[config.mk]
export PLATFORM = sky130hd
export DESIGN_NAME = lpc_perceptual_weighting_filter_unit
export DESIGN_NICKNAME = d
export VERILOG_FILES = /design/src/pwf_pkg.sv /design/src/pwf_ram.sv /design/src/pwf_mac.sv /design/src/pwf_seq.sv /design/src/lpc_perceptual_weighting_filter_unit.sv
export SDC_FILE = /design/constraint.sdc
export NUM_CORES = 2
export LEC_CHECK = 0
export BUFFER_PORTS_ARGS = -buffer_cell sky130_fd_sc_hd__buf_2
export CAP_MARGIN = 5
export CORE_ASPECT_RATIO = 1.75
export CORE_UTILIZATION = 50
export CTS_CLUSTER_DIAMETER = 150
export DETAILED_ROUTE_END_ITERATION = 12
export PLACE_DENSITY = 0.65
export SLEW_MARGIN = 10
export SYNTH_ARGS = -nofsm -noshare
export SYNTH_HDL_FRONTEND = slang
export SYNTH_SLANG_ARGS = --single-unit
[constraint.sdc]
create_clock -name clk -period 14.38 [get_ports clk]
set_input_delay 2.157 -clock clk [delete_from_list [all_inputs] [get_ports clk]]
set_output_delay 2.157 -clock clk [all_outputs]
set_load 0.01 [all_outputs]
[src/pwf_pkg.sv]
// Shared constants, codes and types of the perceptual weighting filter.
package pwf_pkg;

  // Sizes
  localparam int MAX_ORDER  = 16;
  localparam int HIST_W     = 20;
  localparam int COEF_W     = 16;
  localparam int SAMPLE_W   = 16;
  localparam int ORDER_W    = 5;
  localparam int GAMMA_W    = 16;
  localparam int FRAC_W     = 11;   // Q4.11 coefficients
  localparam int GAMMA_FRAC = 15;   // Q1.15 gamma

  localparam int IDX_W  = (MAX_ORDER > 1) ? $clog2(MAX_ORDER) : 1;
  localparam int TAP_W  = $clog2(MAX_ORDER + 1);
  localparam int PROD_W = COEF_W + HIST_W;
  localparam int ACC_W  = PROD_W + TAP_W + 1;

  localparam logic [GAMMA_W-1:0] GAMMA_ONE = GAMMA_W'(1 << GAMMA_FRAC);

  // Configuration port
  localparam int CFG_IDX_W  = 1;
  localparam int CFG_DATA_W = 16;
  localparam logic [CFG_IDX_W-1:0] REG_FILTER_ORDER  = 1'b0;
  localparam logic [CFG_IDX_W-1:0] REG_WEIGHT_FACTOR = 1'b1;

  localparam logic [ORDER_W-1:0] FILTER_ORDER_RST  = ORDER_W'(16);
  localparam logic [GAMMA_W-1:0] WEIGHT_FACTOR_RST = GAMMA_W'(29491);

  // Request types
  localparam logic REQ_COEF   = 1'b0;
  localparam logic REQ_SAMPLE = 1'b1;

  // Sequencer to datapath control
  typedef struct packed {
    logic start;    // sample request accepted: load x and gamma, clear sums
    logic s1_v;     // RAM read data valid
    logic s2_v;     // weighted coefficient and zero product valid
    logic s3_v;     // pole product valid
    logic q_load;   // capture all-pole result
    logic y_load;   // capture output sample
  } pwf_ctrl_t;

endpackage

[src/pwf_ram.sv]
// Generic simple dual-port RAM with registered read.
module pwf_ram #(
  parameter int WIDTH = 16,
  parameter int DEPTH = 16
) (
  input  logic                                       clk,
  input  logic                                       we,
  input  logic [((DEPTH > 1) ? $clog2(DEPTH) : 1)-1:0] waddr,
  input  logic [WIDTH-1:0]                           wdata,
  input  logic [((DEPTH > 1) ? $clog2(DEPTH) : 1)-1:0] raddr,
  output logic [WIDTH-1:0]                           rdata
);

  logic [WIDTH-1:0] mem_r [DEPTH];

  always_ff @(posedge clk) begin
    if (we) begin
      mem_r[waddr] <= wdata;
    end
    rdata <= mem_r[raddr];
  end

endmodule

[src/pwf_mac.sv]
// Tap datapath: gamma powers, weighted coefficients, both sums, q and y.
module pwf_mac (
  input  logic                                   clk,
  input  pwf_pkg::pwf_ctrl_t                     ctrl,
  input  logic [pwf_pkg::GAMMA_W-1:0]            gamma,
  input  logic signed [pwf_pkg::SAMPLE_W-1:0]    sample_in,
  input  logic signed [pwf_pkg::COEF_W-1:0]      coef_rd,
  input  logic signed [pwf_pkg::HIST_W-1:0]      hist_rd,
  output logic signed [pwf_pkg::HIST_W-1:0]      q,
  output logic signed [pwf_pkg::SAMPLE_W-1:0]    y
);
  import pwf_pkg::*;

  localparam logic signed [ACC_W:0] ROUND = (ACC_W+1)'(1 << (FRAC_W - 1));

  logic signed [SAMPLE_W-1:0]      x_r;
  logic [GAMMA_W-1:0]              g_r;
  logic [GAMMA_W-1:0]              g_nxt;
  logic [2*GAMMA_W-1:0]            gg;
  logic signed [GAMMA_W+COEF_W:0]  ga_r, ga_nxt;
  logic signed [PROD_W-1:0]        zp_r, zp_nxt;
  logic signed [PROD_W-1:0]        pp_r, pp_nxt;
  logic signed [HIST_W-1:0]        h_d_r;
  logic signed [COEF_W-1:0]        w;
  logic signed [ACC_W-1:0]         acc_pole_r, acc_zero_r;
  logic signed [HIST_W-1:0]        q_r, q_nxt;
  logic signed [SAMPLE_W-1:0]      y_r, y_nxt;
  logic signed [ACC_W:0]           qsum, qsh, ysum, ysh;
  logic [ACC_W-HIST_W+1:0]         q_top;
  logic [ACC_W-SAMPLE_W+1:0]       y_top;
  logic                            q_fit, y_fit;

  // Stage 1: next gamma power, gamma^j * a[j], a[j] * q[n-j]
  assign gg     = g_r * gamma;
  assign g_nxt  = gg[GAMMA_FRAC +: GAMMA_W];
  assign ga_nxt = $signed({1'b0, g_r}) * coef_rd;
  assign zp_nxt = coef_rd * hist_rd;

  // Stage 2: truncated weighted coefficient times history
  assign w      = ga_r[GAMMA_FRAC +: COEF_W];
  assign pp_nxt = w * h_d_r;

  // All-pole result, rounded and saturated to history width
  assign qsum  = ((ACC_W+1)'(x_r) <<< FRAC_W) - (ACC_W+1)'(acc_pole_r) + ROUND;
  assign qsh   = qsum >>> FRAC_W;
  assign q_top = qsh[ACC_W:HIST_W-1];
  assign q_fit = (&q_top) | ~(|q_top);
  assign q_nxt = q_fit ? qsh[HIST_W-1:0] :
                 (qsh[ACC_W] ? {1'b1, {(HIST_W-1){1'b0}}} : {1'b0, {(HIST_W-1){1'b1}}});

  // All-zero result, rounded and saturated to 16 bits
  assign ysum  = ((ACC_W+1)'(q_r) <<< FRAC_W) + (ACC_W+1)'(acc_zero_r) + ROUND;
  assign ysh   = ysum >>> FRAC_W;
  assign y_top = ysh[ACC_W:SAMPLE_W-1];
  assign y_fit = (&y_top) | ~(|y_top);
  assign y_nxt = y_fit ? ysh[SAMPLE_W-1:0] :
                 (ysh[ACC_W] ? {1'b1, {(SAMPLE_W-1){1'b0}}} : {1'b0, {(SAMPLE_W-1){1'b1}}});

  always_ff @(posedge clk) begin
    if (ctrl.start) begin
      x_r        <= sample_in;
      g_r        <= gamma;
      acc_pole_r <= '0;
      acc_zero_r <= '0;
    end else begin
      if (ctrl.s1_v) begin
        ga_r  <= ga_nxt;
        zp_r  <= zp_nxt;
        h_d_r <= hist_rd;
        g_r   <= g_nxt;
      end
      if (ctrl.s2_v) begin
        pp_r       <= pp_nxt;
        acc_zero_r <= acc_zero_r + ACC_W'(zp_r);
      end
      if (ctrl.s3_v) begin
        acc_pole_r <= acc_pole_r + ACC_W'(pp_r);
      end
      if (ctrl.q_load) begin
        q_r <= q_nxt;
      end
      if (ctrl.y_load) begin
        y_r <= y_nxt;
      end
    end
  end

  assign q = q_r;
  assign y = y_r;

endmodule

[src/pwf_seq.sv]
// Request sequencer: tap issue, history pointers, result handshake.
module pwf_seq (
  input  logic                              clk,
  input  logic                              rst_n,
  input  logic                              in_valid,
  output logic                              in_ready,
  input  logic                              in_req_type,
  input  logic [pwf_pkg::ORDER_W-1:0]       in_coef_index,
  input  logic                              in_frame_start,
  input  logic [pwf_pkg::ORDER_W-1:0]       filter_order,
  output logic                              out_valid,
  input  logic                              out_ready,
  output pwf_pkg::pwf_ctrl_t                ctrl,
  output logic                              coef_we,
  output logic [pwf_pkg::IDX_W-1:0]         coef_waddr,
  output logic [pwf_pkg::IDX_W-1:0]         coef_raddr,
  output logic                              hist_we,
  output logic [pwf_pkg::IDX_W-1:0]         hist_waddr,
  output logic [pwf_pkg::IDX_W-1:0]         hist_raddr
);
  import pwf_pkg::*;

  typedef enum logic [2:0] {
    S_IDLE,
    S_ISSUE,
    S_DRAIN,
    S_QCALC,
    S_YOUT
  } state_t;

  state_t             state_r;
  logic [TAP_W-1:0]   taps_r, cnt_r, vtaps_r;
  logic [IDX_W-1:0]   rp_r, wp_r;
  logic               s1_v_r, s2_v_r, s3_v_r;
  logic               out_valid_r;

  logic               in_fire, sample_fire, issue, y_done;
  logic [TAP_W-1:0]   order_eff, vt_eff, taps_nxt;
  logic [ORDER_W-1:0] coef_idx_m1;

  function automatic logic [IDX_W-1:0] ptr_dec(input logic [IDX_W-1:0] p);
    if (p == '0) begin
      return IDX_W'(MAX_ORDER - 1);
    end
    return p - 1'b1;
  endfunction

  function automatic logic [IDX_W-1:0] ptr_inc(input logic [IDX_W-1:0] p);
    if (32'(p) == MAX_ORDER - 1) begin
      return '0;
    end
    return p + 1'b1;
  endfunction

  // Handshake
  assign in_ready    = (state_r == S_IDLE);
  assign in_fire     = in_valid & in_ready;
  assign sample_fire = in_fire & (in_req_type == REQ_SAMPLE);
  assign out_valid   = out_valid_r;

  // Coefficient load: out-of-range index is dropped
  assign coef_idx_m1 = in_coef_index - 1'b1;
  assign coef_we     = in_fire && (in_req_type == REQ_COEF) && (in_coef_index != '0)
                       && (32'(in_coef_index) <= MAX_ORDER);
  assign coef_waddr  = coef_idx_m1[IDX_W-1:0];

  // Tap count: order clamped, frame start empties history
  assign order_eff = (32'(filter_order) > MAX_ORDER) ? TAP_W'(MAX_ORDER)
                                                      : TAP_W'(filter_order);
  assign vt_eff    = in_frame_start ? '0 : vtaps_r;
  assign taps_nxt  = (order_eff < vt_eff) ? order_eff : vt_eff;

  // Read issue and history write
  assign issue      = (state_r == S_ISSUE) && (cnt_r != taps_r);
  assign coef_raddr = cnt_r[IDX_W-1:0];
  assign hist_raddr = rp_r;
  assign y_done     = (state_r == S_YOUT) && (!out_valid_r || out_ready);
  assign hist_we    = y_done;
  assign hist_waddr = wp_r;

  assign ctrl.start  = sample_fire;
  assign ctrl.s1_v   = s1_v_r;
  assign ctrl.s2_v   = s2_v_r;
  assign ctrl.s3_v   = s3_v_r;
  assign ctrl.q_load = (state_r == S_QCALC);
  assign ctrl.y_load = y_done;

  always_ff @(posedge clk) begin
    if (!rst_n) begin
      state_r     <= S_IDLE;
      taps_r      <= '0;
      cnt_r       <= '0;
      vtaps_r     <= '0;
      rp_r        <= '0;
      wp_r        <= '0;
      s1_v_r      <= 1'b0;
      s2_v_r      <= 1'b0;
      s3_v_r      <= 1'b0;
      out_valid_r <= 1'b0;
    end else begin
      s1_v_r <= issue;
      s2_v_r <= s1_v_r;
      s3_v_r <= s2_v_r;
      if (out_valid_r && out_ready) begin
        out_valid_r <= 1'b0;
      end
      case (state_r)
        S_IDLE: begin
          if (sample_fire) begin
            state_r <= S_ISSUE;
            taps_r  <= taps_nxt;
            vtaps_r <= vt_eff;
            cnt_r   <= '0;
            rp_r    <= ptr_dec(wp_r);   // newest history entry
          end
        end
        S_ISSUE: begin
          if (issue) begin
            cnt_r <= cnt_r + 1'b1;
            rp_r  <= ptr_dec(rp_r);
          end else begin
            state_r <= S_DRAIN;
          end
        end
        S_DRAIN: begin
          if (!s1_v_r && !s2_v_r && !s3_v_r) begin
            state_r <= S_QCALC;
          end
        end
        S_QCALC: begin
          state_r <= S_YOUT;
        end
        S_YOUT: begin
          if (y_done) begin
            out_valid_r <= 1'b1;
            wp_r        <= ptr_inc(wp_r);
            if (32'(vtaps_r) < MAX_ORDER) begin
              vtaps_r <= vtaps_r + 1'b1;
            end
            state_r <= S_IDLE;
          end
        end
        default: begin
          state_r <= S_IDLE;
        end
      endcase
    end
  end

endmodule

[src/lpc_perceptual_weighting_filter_unit.sv]
// Top level of the perceptual weighting filter A(z)/A(z/gamma).
//
//  channel | ports                                            | direction
//  --------+--------------------------------------------------+----------
//  in      | in_valid/in_ready, req_type, coef_index,         | request in
//          | coef_value, sample_in, frame_start               |
//  out     | out_valid/out_ready, out_sample_out              | result out
//  cfg     | cfg_we, cfg_index, cfg_wdata                     | write only
//
// A coefficient request does not make the block busy. For a sample request,
// taps is the order capped by the history written since the frame start.
// One coefficient/history RAM read per tap feeds a three-stage
// multiply-accumulate pipeline.
// The result register holds a finished sample while the next request is
// taken; a request completes only once that register is free.
// Reset is synchronous, active low; it empties the history, no clearing pass.
module lpc_perceptual_weighting_filter_unit (
  input  logic                                 clk,
  input  logic                                 rst_n,
  input  logic                                 in_valid,
  output logic                                 in_ready,
  input  logic                                 in_req_type,
  input  logic [pwf_pkg::ORDER_W-1:0]          in_coef_index,
  input  logic signed [pwf_pkg::COEF_W-1:0]    in_coef_value,
  input  logic signed [pwf_pkg::SAMPLE_W-1:0]  in_sample_in,
  input  logic                                 in_frame_start,
  output logic                                 out_valid,
  input  logic                                 out_ready,
  output logic signed [pwf_pkg::SAMPLE_W-1:0] out_sample_out,
  input  logic                                 cfg_we,
  input  logic [pwf_pkg::CFG_IDX_W-1:0]        cfg_index,
  input  logic [pwf_pkg::CFG_DATA_W-1:0]       cfg_wdata
);
  import pwf_pkg::*;

  logic [ORDER_W-1:0]        filter_order_r;
  logic [GAMMA_W-1:0]        weight_factor_r;
  logic [GAMMA_W-1:0]        gamma;

  pwf_ctrl_t                 ctrl;
  logic                      coef_we, hist_we;
  logic [IDX_W-1:0]          coef_waddr, coef_raddr, hist_waddr, hist_raddr;
  logic [COEF_W-1:0]         coef_rdata;
  logic [HIST_W-1:0]         hist_rdata;
  logic signed [HIST_W-1:0]  q;

  // Configuration registers
  always_ff @(posedge clk) begin
    if (!rst_n) begin
      filter_order_r  <= FILTER_ORDER_RST;
      weight_factor_r <= WEIGHT_FACTOR_RST;
    end else if (cfg_we) begin
      case (cfg_index)
        REG_FILTER_ORDER:  filter_order_r  <= cfg_wdata[ORDER_W-1:0];
        REG_WEIGHT_FACTOR: weight_factor_r <= cfg_wdata[GAMMA_W-1:0];
        default: begin
        end
      endcase
    end
  end

  // Gamma above one acts as one
  assign gamma = (weight_factor_r > GAMMA_ONE) ? GAMMA_ONE : weight_factor_r;

  pwf_seq u_seq (
    .clk            (clk),
    .rst_n          (rst_n),
    .in_valid       (in_valid),
    .in_ready       (in_ready),
    .in_req_type    (in_req_type),
    .in_coef_index  (in_coef_index),
    .in_frame_start (in_frame_start),
    .filter_order   (filter_order_r),
    .out_valid      (out_valid),
    .out_ready      (out_ready),
    .ctrl           (ctrl),
    .coef_we        (coef_we),
    .coef_waddr     (coef_waddr),
    .coef_raddr     (coef_raddr),
    .hist_we        (hist_we),
    .hist_waddr     (hist_waddr),
    .hist_raddr     (hist_raddr)
  );

  // LPC coefficient table
  pwf_ram #(.WIDTH(COEF_W), .DEPTH(MAX_ORDER)) u_coef_ram (
    .clk   (clk),
    .we    (coef_we),
    .waddr (coef_waddr),
    .wdata (in_coef_value),
    .raddr (coef_raddr),
    .rdata (coef_rdata)
  );

  // Circular history line of q values
  pwf_ram #(.WIDTH(HIST_W), .DEPTH(MAX_ORDER)) u_hist_ram (
    .clk   (clk),
    .we    (hist_we),
    .waddr (hist_waddr),
    .wdata (q),
    .raddr (hist_raddr),
    .rdata (hist_rdata)
  );

  pwf_mac u_mac (
    .clk       (clk),
    .ctrl      (ctrl),
    .gamma     (gamma),
    .sample_in (in_sample_in),
    .coef_rd   ($signed(coef_rdata)),
    .hist_rd   ($signed(hist_rdata)),
    .q         (q),
    .y         (out_sample_out)
  );

endmodule

; Word-level counts from Yosys, hierarchy flattened
; Memory sizes are Yosys's and may differ from the RTL's. A register that Yosys moved wholly into a read port is not among the register bits.
; Cells that the tools add are included.
[word_totals]
reg_bits = 326
ramBits = 576
input_bits = 61
output_inout_bits = 18
word_cells = 151
memories = 2
[mem_list]
columns = memory, words, width, rd, rd_clocked_by_memory_dff, write_ports, line_no
row1 = u_hist_ram.mem_r, 16, 20, 1, 1, 1, pwf_ram.sv:14  ; logic [WIDTH-1:0] mem_r [DEPTH];
row2 = u_coef_ram.mem_r, 16, 16, 1, 1, 1, pwf_ram.sv:14
[classes]
add_sub_neg = 12
mul = 4
n_lt_le_gt_ge = 5
eq_ne = 12
muxes = 50
bitwise_logic = 9
n_reduce_logical = 35
[op_table]
columns = operator, n
row1 = 43-bit by 12-bit adder with 43-bit output (second input constant), 2
row2 = 42-bit by 36-bit adder with 42-bit output, 2
row3 = 16-bit two-way mux, 5
row4 = 16-bit by 20-bit multiplier with 36-bit output, 2
row5 = 31-bit by 42-bit adder with 43-bit output, 1
row6 = 27-bit by 42-bit subtractor with 43-bit output, 1
row7 = 20-bit two-way mux, 2
row8 = 5-bit two-way mux, 8
row9 = 4-bit two-way mux, 8
row10 = 16-bit by 16-bit multiplier with 31-bit output, 1
row11 = 17-bit by 16-bit multiplier with 31-bit output, 1
row12 = 5-bit case mux with 2 select lines, 2
row13 = 1-bit two-way mux, 19
row14 = 17-bit AND reduction, 1
row15 = 17-bit OR reduction, 1
row16 = 16-bit greater-than comparator (second input constant), 1
row17 = 2-bit AND reduction, 8
row18 = 3-bit case mux with 5 select lines, 1
row19 = 13-bit AND reduction, 1
row20 = 13-bit OR reduction, 1
row21 = 3-bit two-way mux, 4
row22 = 4-bit by 1-bit subtractor with 4-bit output (second input constant), 3
row23 = 5-bit by 1-bit adder with 5-bit output (second input constant), 2
row24 = 1-bit logical AND, 8
row25 = other kinds (24), 42

; Longest topological paths before layout
[depth]
ltp_word = 9
mapped_depth = 29
ltp_nobuf = 26

; Cells and area by module
; From an unflattened synthesis, not the netlist that was laid out.
[hier_totals]
hier_cells = 7282
area_unflattened_um2 = 80671.1
[modules_own_cells]
columns = mod, instances, cells_each, area_per_inst_um2, seq_area_each_um2
row1 = pwf_mac, 1, 5973, 55161.7, 6966.7
row2 = pwf_ram (u_hist_ram), 1, 533, 12530.8, 10009.6
row3 = pwf_ram (u_coef_ram), 1, 432, 10042.1, 8007.7
row4 = pwf_seq, 1, 233, 1966.9, 600.6
row5 = lpc_perceptual_weighting_filter_unit, 1, 111, 969.7, 420.4

; Worst setup path after synthesis
; Ideal clock, no wire load.
[synth_path]
path_type = reg-to-reg
startpoint = register u_mac.h_d_r[19]
endpoint = register u_mac.pp_r[35] (data pin)
setup_ns = 0.260
t_arrival_ns = 6.522
t_required_ns = 14.120
setup_slack_ns = 7.598
path_stages_with_launch = 26
n_path_buf = 2
synth_period_minus_slack_ns = 6.782
path_cell_list = edfxtp_1 -> clkbuf_1 -> nand2_1 -> inv_1 -> fa_1 -> inv_1 -> fa_1 -> fa_1 -> fa_1 -> fa_1 -> inv_1 -> fa_1 -> ha_1 -> clkbuf_1 -> a21o_1 -> a21o_1 -> a21o_1 -> a21o_1 -> a21o_1 -> a21o_1 -> a21o_1 -> or3_1 -> a31o_2 -> a31o_2 -> a21oi_1 -> xnor2_1
[synth_between]
elab_chain_cells = 1
[synth_lines]
columns = element, line_no
row1 = start: declaration, pwf_mac.sv:23  ; logic signed [HIST_W-1:0] h_d_r;
row2 = start signal: assignment, pwf_mac.sv:69  ; h_d_r <= hist_rd;
row3 = 16-bit by 20-bit multiplier with 36-bit output, pwf_mac.sv:41  ; assign pp_nxt = w * h_d_r;
row4 = named net u_mac.pp_nxt[35], pwf_mac.sv:22  ; logic signed [PROD_W-1:0] pp_r, pp_nxt;
row5 = end signal: assignment, pwf_mac.sv:73  ; pp_r <= pp_nxt;
row6 = end: declaration, pwf_mac.sv:22
; The timed path passes the listed nets, and every way through them passes these cells.
; A chain may end at the register's enable or synchronous reset.

; Worst setup path in the final report
[layout_path]
startpoint = register weight_factor_r[4]
endpoint = register u_mac.g_r[14] (data pin)
[layout_between]
elab_chain_cells = 5
[layout_lines]
columns = element, line_no
row1 = start: declaration, lpc_perceptual_weighting_filter_unit.sv:37  ; logic [GAMMA_W-1:0] weight_factor_r;
row2 = start signal: assignment, lpc_perceptual_weighting_filter_unit.sv:55  ; REG_WEIGHT_FACTOR: weight_factor_r <= cfg_wdata[GAMMA_W-1:0];
row3 = 16-bit greater-than comparator, lpc_perceptual_weighting_filter_unit.sv:63  ; assign gamma = (weight_factor_r > GAMMA_ONE) ? GAMMA_ONE : weight_factor_r;
row4 = 16-bit two-way mux (*), lpc_perceptual_weighting_filter_unit.sv:63
row5 = 16-bit by 16-bit multiplier with 31-bit output, pwf_mac.sv:34  ; assign gg = g_r * gamma;
row6 = 16-bit two-way mux, pwf_mac.sv:66  ; if (ctrl.s1_v) begin
row7 = 16-bit two-way mux (*), pwf_mac.sv:60  ; if (ctrl.start) begin
row8 = end signal: assignment, pwf_mac.sv:62  ; g_r <= gamma;
row9 = end signal: assignment, pwf_mac.sv:70  ; g_r <= g_nxt;
row10 = end: declaration, pwf_mac.sv:17  ; logic [GAMMA_W-1:0] g_r;
; Every way passes the cells marked *; elsewhere a longest branch is shown, timed or not. The select of a mux whose other input is x is not followed.

==> results by group <==
Run status
  – Status: complete, no violations

Timing
  – Hold_ws: 464 ps
  – Slew headroom: 17.6%
  – RSZ-0062 raised after global routing: no
  – Final Slew Violations: 0
  – Actual slew at the worst max-slew pin: between 1000 and 1500 ps
  – Final setup violation count: 0
  – Period utilization: 57.9%
  – Tmin final: 8330 ps
  – Fmax: 120 MHz
  – Final hold vios: 0
  – Layout Skew: slightly below 60 ps
  – Setup TNS: 0 ps

Floorplanning
  – Die Y: 531 µm
  – Die area: 162000 µm²
  – Num ports: 79
  – DIE WIDTH: 304 µm
  – Row cnt: 193
  – CORE AREA: 158000 µm²
  – Initial cell density of the core: 50.5%

Critical path
  – Critical Path RT: 14770 ps
  – WS Path Type: register to register
  – Slowest CP cell: a41o_2
  – Crit-path max cell delay: 670 ps
  – CP delay by family, top: adder cells
  – Crit path DAT: just under 9000 ps
  – Startpoint types: register
  – Crit path buffers/inverters: 3
  – Crit path top cell by count: fa_1
  – Max FO, Critical Path: 53
  – Setup crit end kind: register

Yosys
  – Distinct cells, synth: 84
  – Total of warnings raised by yosys: 0
  – Post-synth EDFFs: 752
  – Asr flop ratio synth: 0%
  – Synthesized area: approximately 80000 µm²
  – Yosys reg bits: 923
  – Main synth FF type: edfxtp_1
  – Mean Syn Cell Area: 11.2 µm²
  – Syn Inst Count: 7164
  – Syn Nets: 8789
  – Seq/Total Area, Yosys: 32.5%

Worst hold path
  – Worst hold-check path type: register to register

Cells and area
  – Final core occ: 54.0%
  – P&R area growth vs syn: 7.10%
  – Layout cells sized above 1: 7.74%
  – Filler cells: 13700
  – Register area: approximately 26000 µm²
  – NumNets Final: roughly 9000
  – Area of the multi-input gates: 48400 µm²

Detailed routing
  – # DRC: 0
  – Routed WL per cell: about 22 µm
  – Detailed Route WL: ~200000 µm
  – Via/cell ratio: 5.65
  – Routed Antenna Nets: 0
  – Vias: 52200
  – Drt pass-1 iters: 6
  – Initial DRC count: 3004

Clocking
  – CTS buffer count: 87
  – Clk sink count: slightly above 900
  – CTS tree: built
  – Clock Tree Buf Depth: 3
  – Depth of the CTS H-tree: 3
  – CTS resizes: 0
  – Postcts setup bufs: 0
  – Hold_buf cts: 0
  – Root Buffer: clkbuf_16
  – Clk_lat worst skew: 710 ps
  – Clock Pin Slew Worst Setup and Hold Paths: roughly 70 ps

Global route
  – Global-route wire length before repair: 313000 µm
  – GRT overflow: 0
  – Largest net degree at the start of global routing: 66
  – Initial antenna violation count: 7
  – Vias in the first global route: around 57000
  – GRT Total Usage: about 25%

Job
  – Max Cap Viol: 0

Placement
  – Port bufs: between 70 and 80
  – Final RePlAce weighted congestion: between 0.9 and 1
  – DP Wirelength: 148000 µm
[layer usage]
| layer | wire length (µm) | vias up | part of all wire (%) | global-route usage (%) |
|---|---|---|---|---|
| met2 | 112000 | 1395 | 56 | 49.4 |
| met3 | 8270 | 481 | 4.2 | 2.31 |
| li1 | - | 23300 | - | - |
| met5 | 22 | - | 0.011 | 0 |
| met4 | 8890 | 4 | 4.5 | 10.9 |
| met1 | 70000 | 27000 | 35 | 27.4 |
[worst min-delay path: stages, from the launching register on]
cell and delay [ps]:
dfxtp_1 320, nand2_1 50, o31ai_1 50
[stage by stage]
| stage | cells | area, µm² | worst slack, ps |
|---|---|---|---|
| 2_1_floorplan | 7164 | 79900 | 7600 |
| 3_3_place_gp | 9071 | 82500 | 5760 |
| 3_5_place_dp | 9071 | 82500 | 5710 |
| 4_1_cts | 9234 | 85600 | 5720 |
| 5_1_grt | 9235 | 85600 | 5500 |
| 6_report | 9239 | 85600 | 6050 |
[worst paths after layout]
kind | slack (ps) | cells after the start | start | endpoint
worst max-delay path | 6050 | 25 | weight_factor_r[4] | u_mac.g_r[14]
worst min-delay path | 460 | 2 | u_mac.acc_pole_r[41] | u_mac.acc_pole_r[41]
worst min register to register | 460 | 2 | u_mac.acc_pole_r[41] | u_mac.acc_pole_r[41]
worst max register to register | 6050 | 25 | weight_factor_r[4] | u_mac.g_r[14]
[synth_stat cells (8+ instances only)]
master / instances / area share (%)
mux4_2: 180 / 5.1
o21bai_1: 35 / 0.33
o2111ai_1: 8 / 0.088
nand3_1: 61 / 0.38
nor2_1: 272 / 1.3
nor2b_1: 51 / 0.40
edfxtp_1: 752 / 28
inv_1: 1206 / 5.7
a31oi_1: 32 / 0.25
o31ai_1: 10 / 0.094
xnor2_1: 162 / 1.8
a211o_1: 12 / 0.13
nor4_1: 12 / 0.094
nand4_1: 28 / 0.22
a21oi_1: 195 / 1.2
a211oi_1: 27 / 0.25
nand2_1: 841 / 3.9
nand2b_1: 93 / 0.73
a21boi_0: 10 / 0.094
nor3_1: 72 / 0.45
or2_2: 10 / 0.078
and2_1: 416 / 3.3
o211ai_1: 8 / 0.075
o21ai_0: 118 / 0.74
a21o_1: 118 / 1.1
and4_1: 8 / 0.088
fa_1: 1024 / 26
or3_1: 11 / 0.086
nor3b_1: 14 / 0.13
xor2_1: 83 / 0.91
and3_1: 69 / 0.54
ha_1: 540 / 8.5
dfxtp_1: 171 / 4.3
mux2i_1: 54 / 0.68
o21a_1: 39 / 0.37
buf_1: 24 / 0.11
clkbuf_1: 275 / 1.3
[cells by family (layout without fill, tap and decap cells)]
| logic type | after synthesis | after routing | synth area share [%] |
|---|---|---|---|
| fa+ha+maj | 1564 | 1564 | 34.1 |
| buf+inv | 1511 | 1534 | 7.11 |
| simple gates | 1980 | 1980 | 11.9 |
| other cells | 0 | 5 | 0 |
| xor+xnor | 245 | 245 | 2.68 |
| flops | 923 | 923 | 32.5 |
| mux | 237 | 237 | 5.79 |
| compound gates | 704 | 704 | 5.85 |
[layout make-up]
cell class / instances / share of cell area, %
diodes: 5 / 0.0146
clock inverters: 56 / 0.808
flip-flops and latches: 923 / 30.4
multi-input cells: 4730 / 56.5
repair buffers: 164 / 1.21
clock buffers: 107 / 2.76
inverters: 1207 / 5.30
well taps: 2047 / 2.99
[state kept, by name (all words and copies together), names as in the netlist, 20 cells and up]
register	flops
u_mac.h_d_r	20
u_mac.q	20
u_coef_ram.mem_r	256
u_mac.pp_r	36
u_mac.zp_r	36
u_hist_ram.rdata	20
u_mac.acc_zero_r	42
u_hist_ram.mem_r	320
u_mac.acc_pole_r	42
[cells in the final DEF (no fill, tap or decap), types with 78 or more instances in the layout]
master	netlist	routed
ha_1	540	540
nor2_1	272	260
xor2_1	83	83
o21ai_0	118	118
nand2b_1	93	93
buf_4	1	86
buf_2	2	78
nand2_1	841	841
fa_1	1024	1024
a21oi_1	195	195
clkbuf_16	0	89
and2_1	416	415
dfxtp_1	171	164
a21o_1	118	118
edfxtp_1	752	752
inv_1	1206	1206
mux4_2	180	180
xnor2_1	162	162
Power is not shown: default switching activity piles up to over one toggle a cycle in this logic, so the estimate is an artifact.
